===== src/mrf_pkg.sv =====
package mrf_pkg;

	// Input request: one item of a Modbus request stream
	typedef struct packed {
		logic [7:0] unit_id;
		logic [7:0] func_code;
		logic [7:0] payload_len;
		logic [7:0] payload_byte;
		logic       payload_valid;
		logic       first;
		logic       last;
	} req_t;

	// Output: one byte of the outgoing frame
	typedef struct packed {
		logic [7:0] frame_byte;
		logic       frame_end;
		logic       run_last;
	} res_t;

	// Byte slots of one request, in send order
	localparam int SLOT_NUM = 11;
	localparam int SLOT_W   = $clog2(SLOT_NUM);

	typedef enum logic [SLOT_W-1:0] {
		SLOT_TID_HI,
		SLOT_TID_LO,
		SLOT_PROTO_HI,
		SLOT_PROTO_LO,
		SLOT_LEN_HI,
		SLOT_LEN_LO,
		SLOT_UID,
		SLOT_FC,
		SLOT_PAY,
		SLOT_CRC_LO,
		SLOT_CRC_HI
	} slot_t;

	localparam logic [15:0] CRC_INIT  = 16'hFFFF;
	localparam logic [15:0] CRC_POLY  = 16'hA001;
	localparam logic [15:0] LEN_EXTRA = 16'd2;
	localparam logic [7:0]  PROTO_ID  = 8'h00;

	// CRC-16, reflected, one byte folded in
	function automatic logic [15:0] crc_byte(input logic [15:0] crc, input logic [7:0] data);
		logic [15:0] c;
		c = crc ^ {8'h00, data};
		for (int k = 0; k < 8; k++) begin
			if (c[0]) begin
				c = (c >> 1) ^ CRC_POLY;
			end else begin
				c = c >> 1;
			end
		end
		return c;
	endfunction

endpackage


===== src/mrf_out_reg.sv =====
module mrf_out_reg (
	input  logic           clk,
	input  logic           arst_n,
	input  logic           load,
	input  mrf_pkg::res_t  din,
	output logic           out_free,
	output logic           valid,
	input  logic           ready,
	output mrf_pkg::res_t  dout
);

	logic          valid_q;
	mrf_pkg::res_t res_q;

	// Register can take a new byte when empty or being drained
	assign out_free = !valid_q || ready;
	assign valid    = valid_q;
	assign dout     = res_q;

	always_ff @(posedge clk or negedge arst_n) begin
		if (!arst_n) begin
			valid_q <= 1'b0;
		end else if (out_free) begin
			valid_q <= load;
		end
	end

	always_ff @(posedge clk) begin
		if (load) begin
			res_q <= din;
		end
	end

endmodule


===== src/mrf_seq.sv =====
module mrf_seq (
	input  logic           clk,
	input  logic           arst_n,
	input  logic           link_mode,
	input  logic           req_valid,
	output logic           req_ready,
	input  mrf_pkg::req_t  req,
	input  logic           out_free,
	output logic           emit,
	output mrf_pkg::res_t  emit_res
);

	// Held request
	logic          req_vld_s1;
	mrf_pkg::req_t req_s1;

	// Frame state
	logic                          in_frame_q;
	logic [15:0]                   tid_q;
	logic [15:0]                   crc_q;
	logic [mrf_pkg::SLOT_NUM-1:0]  done_q;

	logic                          active;
	logic [mrf_pkg::SLOT_NUM-1:0]  mask;
	logic [mrf_pkg::SLOT_NUM-1:0]  remain;
	logic [mrf_pkg::SLOT_NUM-1:0]  cur_onehot;
	logic [mrf_pkg::SLOT_W-1:0]    cur_idx;
	mrf_pkg::slot_t                cur;
	logic                          any_left;
	logic                          one_left;
	logic                          complete;
	logic [15:0]                   len;
	logic [7:0]                    byte_sel;
	logic                          feeds_crc;
	logic [15:0]                   crc_base;
	logic [15:0]                   crc_next;

	// Which slots this request sends
	always_comb begin
		active = req_s1.first || in_frame_q;
		mask   = '0;
		mask[mrf_pkg::SLOT_TID_HI]   = active && req_s1.first && link_mode;
		mask[mrf_pkg::SLOT_TID_LO]   = active && req_s1.first && link_mode;
		mask[mrf_pkg::SLOT_PROTO_HI] = active && req_s1.first && link_mode;
		mask[mrf_pkg::SLOT_PROTO_LO] = active && req_s1.first && link_mode;
		mask[mrf_pkg::SLOT_LEN_HI]   = active && req_s1.first && link_mode;
		mask[mrf_pkg::SLOT_LEN_LO]   = active && req_s1.first && link_mode;
		mask[mrf_pkg::SLOT_UID]      = active && req_s1.first;
		mask[mrf_pkg::SLOT_FC]       = active && req_s1.first;
		mask[mrf_pkg::SLOT_PAY]      = active && req_s1.payload_valid;
		mask[mrf_pkg::SLOT_CRC_LO]   = active && req_s1.last && !link_mode;
		mask[mrf_pkg::SLOT_CRC_HI]   = active && req_s1.last && !link_mode;
		remain = mask & ~done_q;
	end

	// Lowest pending slot goes next
	always_comb begin
		cur_idx = '0;
		for (int i = mrf_pkg::SLOT_NUM - 1; i >= 0; i--) begin
			if (remain[i]) begin
				cur_idx = mrf_pkg::SLOT_W'(i);
			end
		end
	end

	assign cur        = mrf_pkg::slot_t'(cur_idx);
	assign cur_onehot = mrf_pkg::SLOT_NUM'(1) << cur_idx;
	assign any_left   = |remain;
	assign one_left   = (remain & (remain - mrf_pkg::SLOT_NUM'(1))) == '0;

	// Handshake: one byte per cycle while the output register has room
	assign emit      = req_vld_s1 && any_left && out_free;
	assign complete  = req_vld_s1 && (!any_left || (one_left && out_free));
	assign req_ready = !req_vld_s1 || complete;

	assign len = {8'h00, req_s1.payload_len} + mrf_pkg::LEN_EXTRA;

	// Byte select
	always_comb begin
		case (cur)
			mrf_pkg::SLOT_TID_HI:   byte_sel = tid_q[15:8];
			mrf_pkg::SLOT_TID_LO:   byte_sel = tid_q[7:0];
			mrf_pkg::SLOT_PROTO_HI: byte_sel = mrf_pkg::PROTO_ID;
			mrf_pkg::SLOT_PROTO_LO: byte_sel = mrf_pkg::PROTO_ID;
			mrf_pkg::SLOT_LEN_HI:   byte_sel = len[15:8];
			mrf_pkg::SLOT_LEN_LO:   byte_sel = len[7:0];
			mrf_pkg::SLOT_UID:      byte_sel = req_s1.unit_id;
			mrf_pkg::SLOT_FC:       byte_sel = req_s1.func_code;
			mrf_pkg::SLOT_PAY:      byte_sel = req_s1.payload_byte;
			mrf_pkg::SLOT_CRC_LO:   byte_sel = crc_q[7:0];
			mrf_pkg::SLOT_CRC_HI:   byte_sel = crc_q[15:8];
			default:                byte_sel = '0;
		endcase
	end

	// CRC covers unit id, function code and payload; restarts at unit id
	assign feeds_crc = (cur == mrf_pkg::SLOT_UID) || (cur == mrf_pkg::SLOT_FC) ||
		(cur == mrf_pkg::SLOT_PAY);
	assign crc_base  = (cur == mrf_pkg::SLOT_UID) ? mrf_pkg::CRC_INIT : crc_q;
	assign crc_next  = mrf_pkg::crc_byte(crc_base, byte_sel);

	always_comb begin
		emit_res.frame_byte = byte_sel;
		emit_res.run_last   = one_left;
		emit_res.frame_end  = one_left && req_s1.last;
	end

	// Request register
	always_ff @(posedge clk or negedge arst_n) begin
		if (!arst_n) begin
			req_vld_s1 <= 1'b0;
		end else if (req_ready) begin
			req_vld_s1 <= req_valid;
		end
	end

	always_ff @(posedge clk) begin
		if (req_valid && req_ready) begin
			req_s1 <= req;
		end
	end

	// Sent-slot tracking and frame state
	always_ff @(posedge clk or negedge arst_n) begin
		if (!arst_n) begin
			done_q     <= '0;
			crc_q      <= mrf_pkg::CRC_INIT;
			in_frame_q <= 1'b0;
			tid_q      <= '0;
		end else begin
			if (complete) begin
				done_q <= '0;
			end else if (emit) begin
				done_q <= done_q | cur_onehot;
			end
			if (emit && feeds_crc) begin
				crc_q <= crc_next;
			end
			if (complete && active) begin
				if (req_s1.first) begin
					in_frame_q <= 1'b1;
				end
				if (req_s1.last) begin
					in_frame_q <= 1'b0;
					if (link_mode) begin
						tid_q <= tid_q + 16'd1;
					end
				end
			end
		end
	end

endmodule


===== src/modbus_request_framer.sv =====
// Modbus request framer (RTU with CRC-16, or TCP with MBAP header).
// Request channel: req_valid/req_ready carry one req item. The item with
// first set brings unit id, function code and payload length; any item may
// carry one payload byte; last closes the request.
// Frame channel: frm_valid/frm_ready carry one frame byte per transfer, with
// frame_end on the final byte of a frame and run_last on the last byte caused
// by a given request.
// cfg_we/cfg_wdata write link_mode (0 RTU, 1 TCP); write it only while idle.
// An accepted request waits in the request register while its bytes go on
// into the frame register, which the sequencer fills at one byte per cycle
// while it has room. A request holds the request register until its last
// byte is sent, so plain payload items run at one per cycle unless the
// receiver stalls; TCP first items add the MBAP header, RTU last items the CRC.
// Reset clears link_mode, the transaction id and the frame state and loads
// the CRC with 0xFFFF. If the receiver stalls, the frame register holds its
// byte, the sequencer stops, and req_ready drops once the request register
// is busy.
module modbus_request_framer (
	input  logic           clk,
	input  logic           arst_n,
	input  logic           cfg_we,
	input  logic           cfg_wdata,
	input  logic           req_valid,
	output logic           req_ready,
	input  mrf_pkg::req_t  req,
	output logic           frm_valid,
	input  logic           frm_ready,
	output mrf_pkg::res_t  frm
);

	logic          link_mode_q;
	logic          out_free;
	logic          emit;
	mrf_pkg::res_t emit_res;

	// Configuration register
	always_ff @(posedge clk or negedge arst_n) begin
		if (!arst_n) begin
			link_mode_q <= 1'b0;
		end else if (cfg_we) begin
			link_mode_q <= cfg_wdata;
		end
	end

	mrf_seq u_seq (
		.clk       (clk),
		.arst_n    (arst_n),
		.link_mode (link_mode_q),
		.req_valid (req_valid),
		.req_ready (req_ready),
		.req       (req),
		.out_free  (out_free),
		.emit      (emit),
		.emit_res  (emit_res)
	);

	mrf_out_reg u_out (
		.clk      (clk),
		.arst_n   (arst_n),
		.load     (emit),
		.din      (emit_res),
		.out_free (out_free),
		.valid    (frm_valid),
		.ready    (frm_ready),
		.dout     (frm)
	);

`ifndef SYNTHESIS
	a_end_is_run_last: assert property (@(posedge clk) disable iff (!arst_n)
		frm_valid && frm.frame_end |-> frm.run_last)
		else $error("frame_end without run_last");

	a_no_overwrite: assert property (@(posedge clk) disable iff (!arst_n)
		emit |-> (!frm_valid || frm_ready))
		else $error("byte emitted into a stalled frame register");

	a_drain_empties: assert property (@(posedge clk) disable iff (!arst_n)
		frm_valid && frm_ready && !emit |=> !frm_valid)
		else $error("frame register valid without a new byte");
`endif

endmodule

===== config.mk =====
export PLATFORM = sky130hd
export DESIGN_NAME = modbus_request_framer
export DESIGN_NICKNAME = d
export VERILOG_FILES = /design/src/mrf_pkg.sv /design/src/mrf_out_reg.sv /design/src/mrf_seq.sv /design/src/modbus_request_framer.sv
export SDC_FILE = /design/constraint.sdc
export NUM_CORES = 1
export LEC_CHECK = 0
export CAP_MARGIN = 20
export CORE_MARGIN = 1.5
export CORE_UTILIZATION = 55
export DETAILED_ROUTE_END_ITERATION = 8
export DONT_BUFFER_PORTS = 1
export PLACE_DENSITY_LB_ADDON = 0.12
export SLEW_MARGIN = 20
export SYNTH_ARGS = -nofsm -noshare
export SYNTH_HDL_FRONTEND = slang
export SYNTH_SLANG_ARGS = --single-unit

===== constraint.sdc =====
create_clock -name clk -period 11.5 [get_ports clk]
set_input_delay 1.725 -clock clk [delete_from_list [all_inputs] [get_ports clk]]
set_output_delay 1.725 -clock clk [all_outputs]
set_load 0.03 [all_outputs]

Yosys cells after proc, flatten, opt, wreduce, memory -nomap -nowiden
Index checks and enable logic that the tools add are counted.

storage, ports and cells
  output and inout bits = 12
  logic and storage cells = 97
  register bits = 92

operators by class
  reduce and logical (&&, ||, !) cells = 30
  bitwise operators = 13
  equality and inequality tests = 8
  shift operators = 1
  muxes and demuxes = 25
  add/sub/neg operators = 3

operators with widths
  kind                   count
  $mux 16                9
  $pmux 8 s9             1
  $mux 4                 11
  $not 2->3              8
  $and 11x11->11         2
  $mux 11                2
  $add 16x1->16 const B  1
  $eq 4x3->1 const B     4
  $xor 16x8->16          1
  $logic_and 1x1->1      13
  $eq 4x4->1 const B     3
  $logic_not 11->1       1
  $not 11->11            1
  $or 11x11->11          1
  $reduce_or 11->1       1
  $shl 1x4->11 const A   1
  $sub 11x1->11 const B  1
  $add 8x2->9 const B    1
  $logic_or 1x1->1       6
  $eq 4x1->1 const B     1
  $logic_not 1->1        4
  $logic_not 4->1        1
  $reduce_bool 2->1      2
  $reduce_and 3->1       1
  2 further kinds        3

Longest topological paths before layout
  word-level depth = 34
  mapped depth = 15
  mapped depth without buffers = 12

Cells and area by module
A second synthesis with hierarchy kept.

second synthesis, totals
  cells, all modules = 449
  area total of the unflattened synthesis = 4877.2 um2

modules (own cells, without submodules)
  module                 instances  area an instance (um2)  cells each
  mrf_seq                1          4489.3                  434
  mrf_out_reg            1          347.8                   13
  modbus_request_framer  1          40.0                    2

Worst setup path after synthesis
OpenSTA, ideal clock, no wires.

  path type = reg-to-reg
  from = register link_mode_q
  to = register u_seq.crc_q[0]
  cell stages (with the launch flop) = 13
  setup slack = 7375 ps
  arrival = 4043 ps
  period minus slack after synthesis = 4125 ps
  data required time = 11418 ps
  buffers on the path = 1
  cells stage by stage = dfrtp_1 -> buf_6 -> nand2b_4 -> or4_1 -> a222oi_1 -> mux2_4 -> a32o_2 -> a211o_4 -> xor2_4 -> xnor3_1 -> xnor3_2 -> xnor2_1 -> mux2_4

RTL lines
  item                      line                         RTL
  start: declaration        modbus_request_framer.sv:31  logic link_mode_q;
  start signal: assignment  modbus_request_framer.sv:41  link_mode_q <= cfg_wdata;
  end signal: assignment    mrf_seq.sv:127               crc_q <= mrf_pkg::CRC_INIT;
  end signal: assignment    mrf_seq.sv:137               crc_q <= crc_next;
  end: declaration          mrf_seq.sv:20                logic [15:0] crc_q;

==> flow_metrics.env <==
export IMPL_status="completed"
export IMPL_synth_simple_gate_area_share_pct=15.2
export IMPL_synth_net_count=479
export IMPL_grt_max_degree=48
export IMPL_synthTopCellsByArea="edfxtp_1 28%, dfrtp_1 16%, dfstp_2 8.9%"
export IMPL_synth_commonest_cells="46 x nand2_1, 46 x nor2_1, 45 x edfxtp_1"
export IMPL_place_port_buffers=0
export IMPL_setup_tns_ns=0
export IMPL_utilization_pct=60.7
export IMPL_synth_top_cell_area_share_pct=28.5
export IMPL_setup_ws_ns=7.06
export IMPL_dr_pass1_iters=5
export IMPL_hpwlAfterDp_um=7780
export IMPL_die_y_um=95.9
export IMPL_max_cap_viol_count=0
export IMPL_rows=33
export IMPL_stdcell_count=545
export IMPL_yosys_area_share_adder_pct=0.738
export IMPL_worstPathArrival_ns=4.75
export IMPL_synth_top_family_by_area="simple AND/OR/NAND/NOR gates"
export IMPL_critPathCaptureType="flop"
export IMPL_drt_wl_total_um=10800
export IMPL_fin_crit_sh_pct=38.6
export IMPL_n_antenna_cell=0
export IMPL_synth_cell_types=66
export IMPL_cts_buffer_depth=2
export IMPL_maxSlewViolCount=0
export IMPL_fin_crit_ns=4.44
export IMPL_synth_seq_cells=92
export IMPL_holdBufCountCts=0
export IMPL_antenna_found_initial=0
export IMPL_cts_made_buffers=9
export IMPL_place_inst=529
export IMPL_power_leakage_uw=0.00203
export IMPL_cts_setup_buffers=0
export IMPL_required_ns=11.81
export IMPL_ir_drop_mv=0.176
export IMPL_cts_sinks=92
export IMPL_dp_slack_ns=7.06
export IMPL_slew_headroom_pct=35.0
export IMPL_synth_seq_area_share_pct=53.6
export IMPL_insertion_delay_ns=0.37
export IMPL_drt_iter0_drc=244
export IMPL_synth_edf_count=45
export IMPL_cp_slowest_cell="edfxtp_1"
export IMPL_fillCellCount=687
export IMPL_htreeDepth=3
export IMPL_synthesis_area_mm2=0.00475
export IMPL_synth_area_leader_cell="edfxtp_1"
export IMPL_fmax_mhz=225
export IMPL_dieArea_mm2=0.00920
export IMPL_ys_warn_count=0
export IMPL_viasPerCell=6.12
export IMPL_drive_above_1_share_pct=13.6
export IMPL_muxShareOfSynthArea_pct=1.92
export IMPL_ant_nets=0
export IMPL_synth_xor_area_share_pct=10.7
export IMPL_drc=0
export IMPL_cts_tree="yes"
export IMPL_grt_pass1_wl_um=16900
export IMPL_min_path_type="reg -> reg"
export IMPL_cpMostUsedCell="mux2_4"
export IMPL_cts_root_buf="clkbuf_8"
export IMPL_hold_viol=0
export IMPL_slowest_delay_ns=0.57
export IMPL_syn2layout_area_growth_pct=6.11
export IMPL_synth_compound_area_share_pct=14.9
export IMPL_min_path_cells=2
export IMPL_finalPower_uw=1440
export IMPL_track_usage_pct=25.4
export IMPL_worst_pin_slew_ns=0.973
export IMPL_start_kind="flop"
export IMPL_synthFlopType="edfxtp_1"
export IMPL_reg2reg_depth=12
export IMPL_pin_count=53
export IMPL_num_nets_final=478
export IMPL_post_cts_resized=0
export IMPL_rsz0062_at_grt="false"
export IMPL_vias=3337
export IMPL_skew_ns=0.0185
export IMPL_cp_max_fo=32
export IMPL_synthArstFlopShare_pct=51.1
export IMPL_die_w_um=95.9
export IMPL_power_density_mw_per_mm2=286
export IMPL_core_area_mm2=0.00830
export IMPL_initial_core_util_pct=57.2
export IMPL_finalSetupViolations=0
export IMPL_postSynthCellCount=436
export IMPL_overflow=0
export IMPL_syn_area_per_cell_um2=10.9
export IMPL_drt_wirelength_per_cell_um=19.8
export IMPL_worstSetupPathType="reg -> reg"
export IMPL_grt_pass1_vias=3141
export IMPL_crit_chain="nor2_1, or4_1, a222oi_1, buf_4, mux2_4, a32o_2, a211o_4, xor2_4, xnor3_1, xnor3_2, xnor2_1, mux2_4"
export IMPL_path_clk_slew_ns=0.11
export IMPL_place_congestion=0.878
worst paths after layout:
check	slack (ns)	start	end
max reg2reg	7.06	u_seq.req_s1[1]	u_seq.crc_q[0]
min reg2reg	0.49	u_seq.crc_q[2]	u_seq.crc_q[2]
min	0.49	u_seq.crc_q[2]	u_seq.crc_q[2]
min in group asynchronous	1.04	arst_n	u_seq.tid_q[1]
max in group asynchronous	10.26	arst_n	u_seq.crc_q[13]
max	7.06	u_seq.req_s1[1]	u_seq.crc_q[0]
final cells by class:
type / instances / area [µm²] / area share [%]
Clock buffer: 9 / 124 / 2.46
Clock inverter: 7 / 68.8 / 1.37
Inverter: 10 / 37.5 / 0.745
Multi-Input combinational cell: 315 / 2080 / 41.2
Sequential cell: 92 / 2550 / 50.6
Tap cell: 105 / 131 / 2.61
Timing Repair Buffer: 7 / 52.6 / 1.04
kinds of logic (layout without fill, tap and decap cells):
kind of cell               Yosys count  in the layout
adders and majority gates            3              3
AOI/OAI and AO/OA                  101            101
xor gates and xnor gates            50             50
and+or+nand+nor                    153            153
muxes                                8              8
buffers and inverters               29             33
DFF                                 92             92
critical path, delay by kind of cell (launching register included):
family / cells / cell delay [ns]
xor+xnor: 4 / 1.18
compound gates: 3 / 0.93
simple gates: 2 / 0.72
mux: 2 / 0.59
flops: 1 / 0.57
buf+inv: 1 / 0.39
placed cells by master, fill, tap and decap left out, types with 7 or more instances in the layout:
cell,count
dfstp_2,16
inv_1,10
xnor2_1,27
and3_1,7
o21ai_0,24
a21oi_1,19
nor2_1,45
clkbuf_8,9
xor2_1,18
edfxtp_1,45
nand2_1,46
buf_4,7
a221oi_1,9
dfrtp_1,31
nand3_1,14
nand4_1,8
power breakdown:
| part | switching, µW | total, µW | internal (µW) |
|---|---|---|---|
| clock | 126 | 210 | 84.1 |
| combinational | 343 | 647 | 305 |
| sequential | 119 | 585 | 466 |
| total | 588 | 1440 | 855 |
registers in the layout, summed over array words and instances, names as in the netlist:
register,flops
u_seq.req_vld_s1,1
u_seq.tid_q,16
link_mode_q,1
u_out.valid,1
u_seq.req_s1,35
u_out.dout,10
u_seq.crc_q,16
u_seq.done_q,11
u_seq.in_frame_q,1
routing by layer:
metal | routed length [µm] | GRT usage, % | vias up
met5 | 0 | 0 | -
met4 | 308 | 8.95 | 0
met3 | 646 | 6.56 | 24
met2 | 5020 | 39.1 | 123
met1 | 4840 | 34.6 | 1619
li1 | - | - | 1571
per-stage QoR:
step / hold WS [ns] / area, µm²
after floorplan: 0.441 / 4750
after global placement: 0.469 / 4840
after detailed placement: 0.479 / 4840
after CTS: 0.490 / 5040
after global routing: 0.509 / 5040
final: 0.490 / 5040
Note: power is estimated with default switching activity, not from simulation.
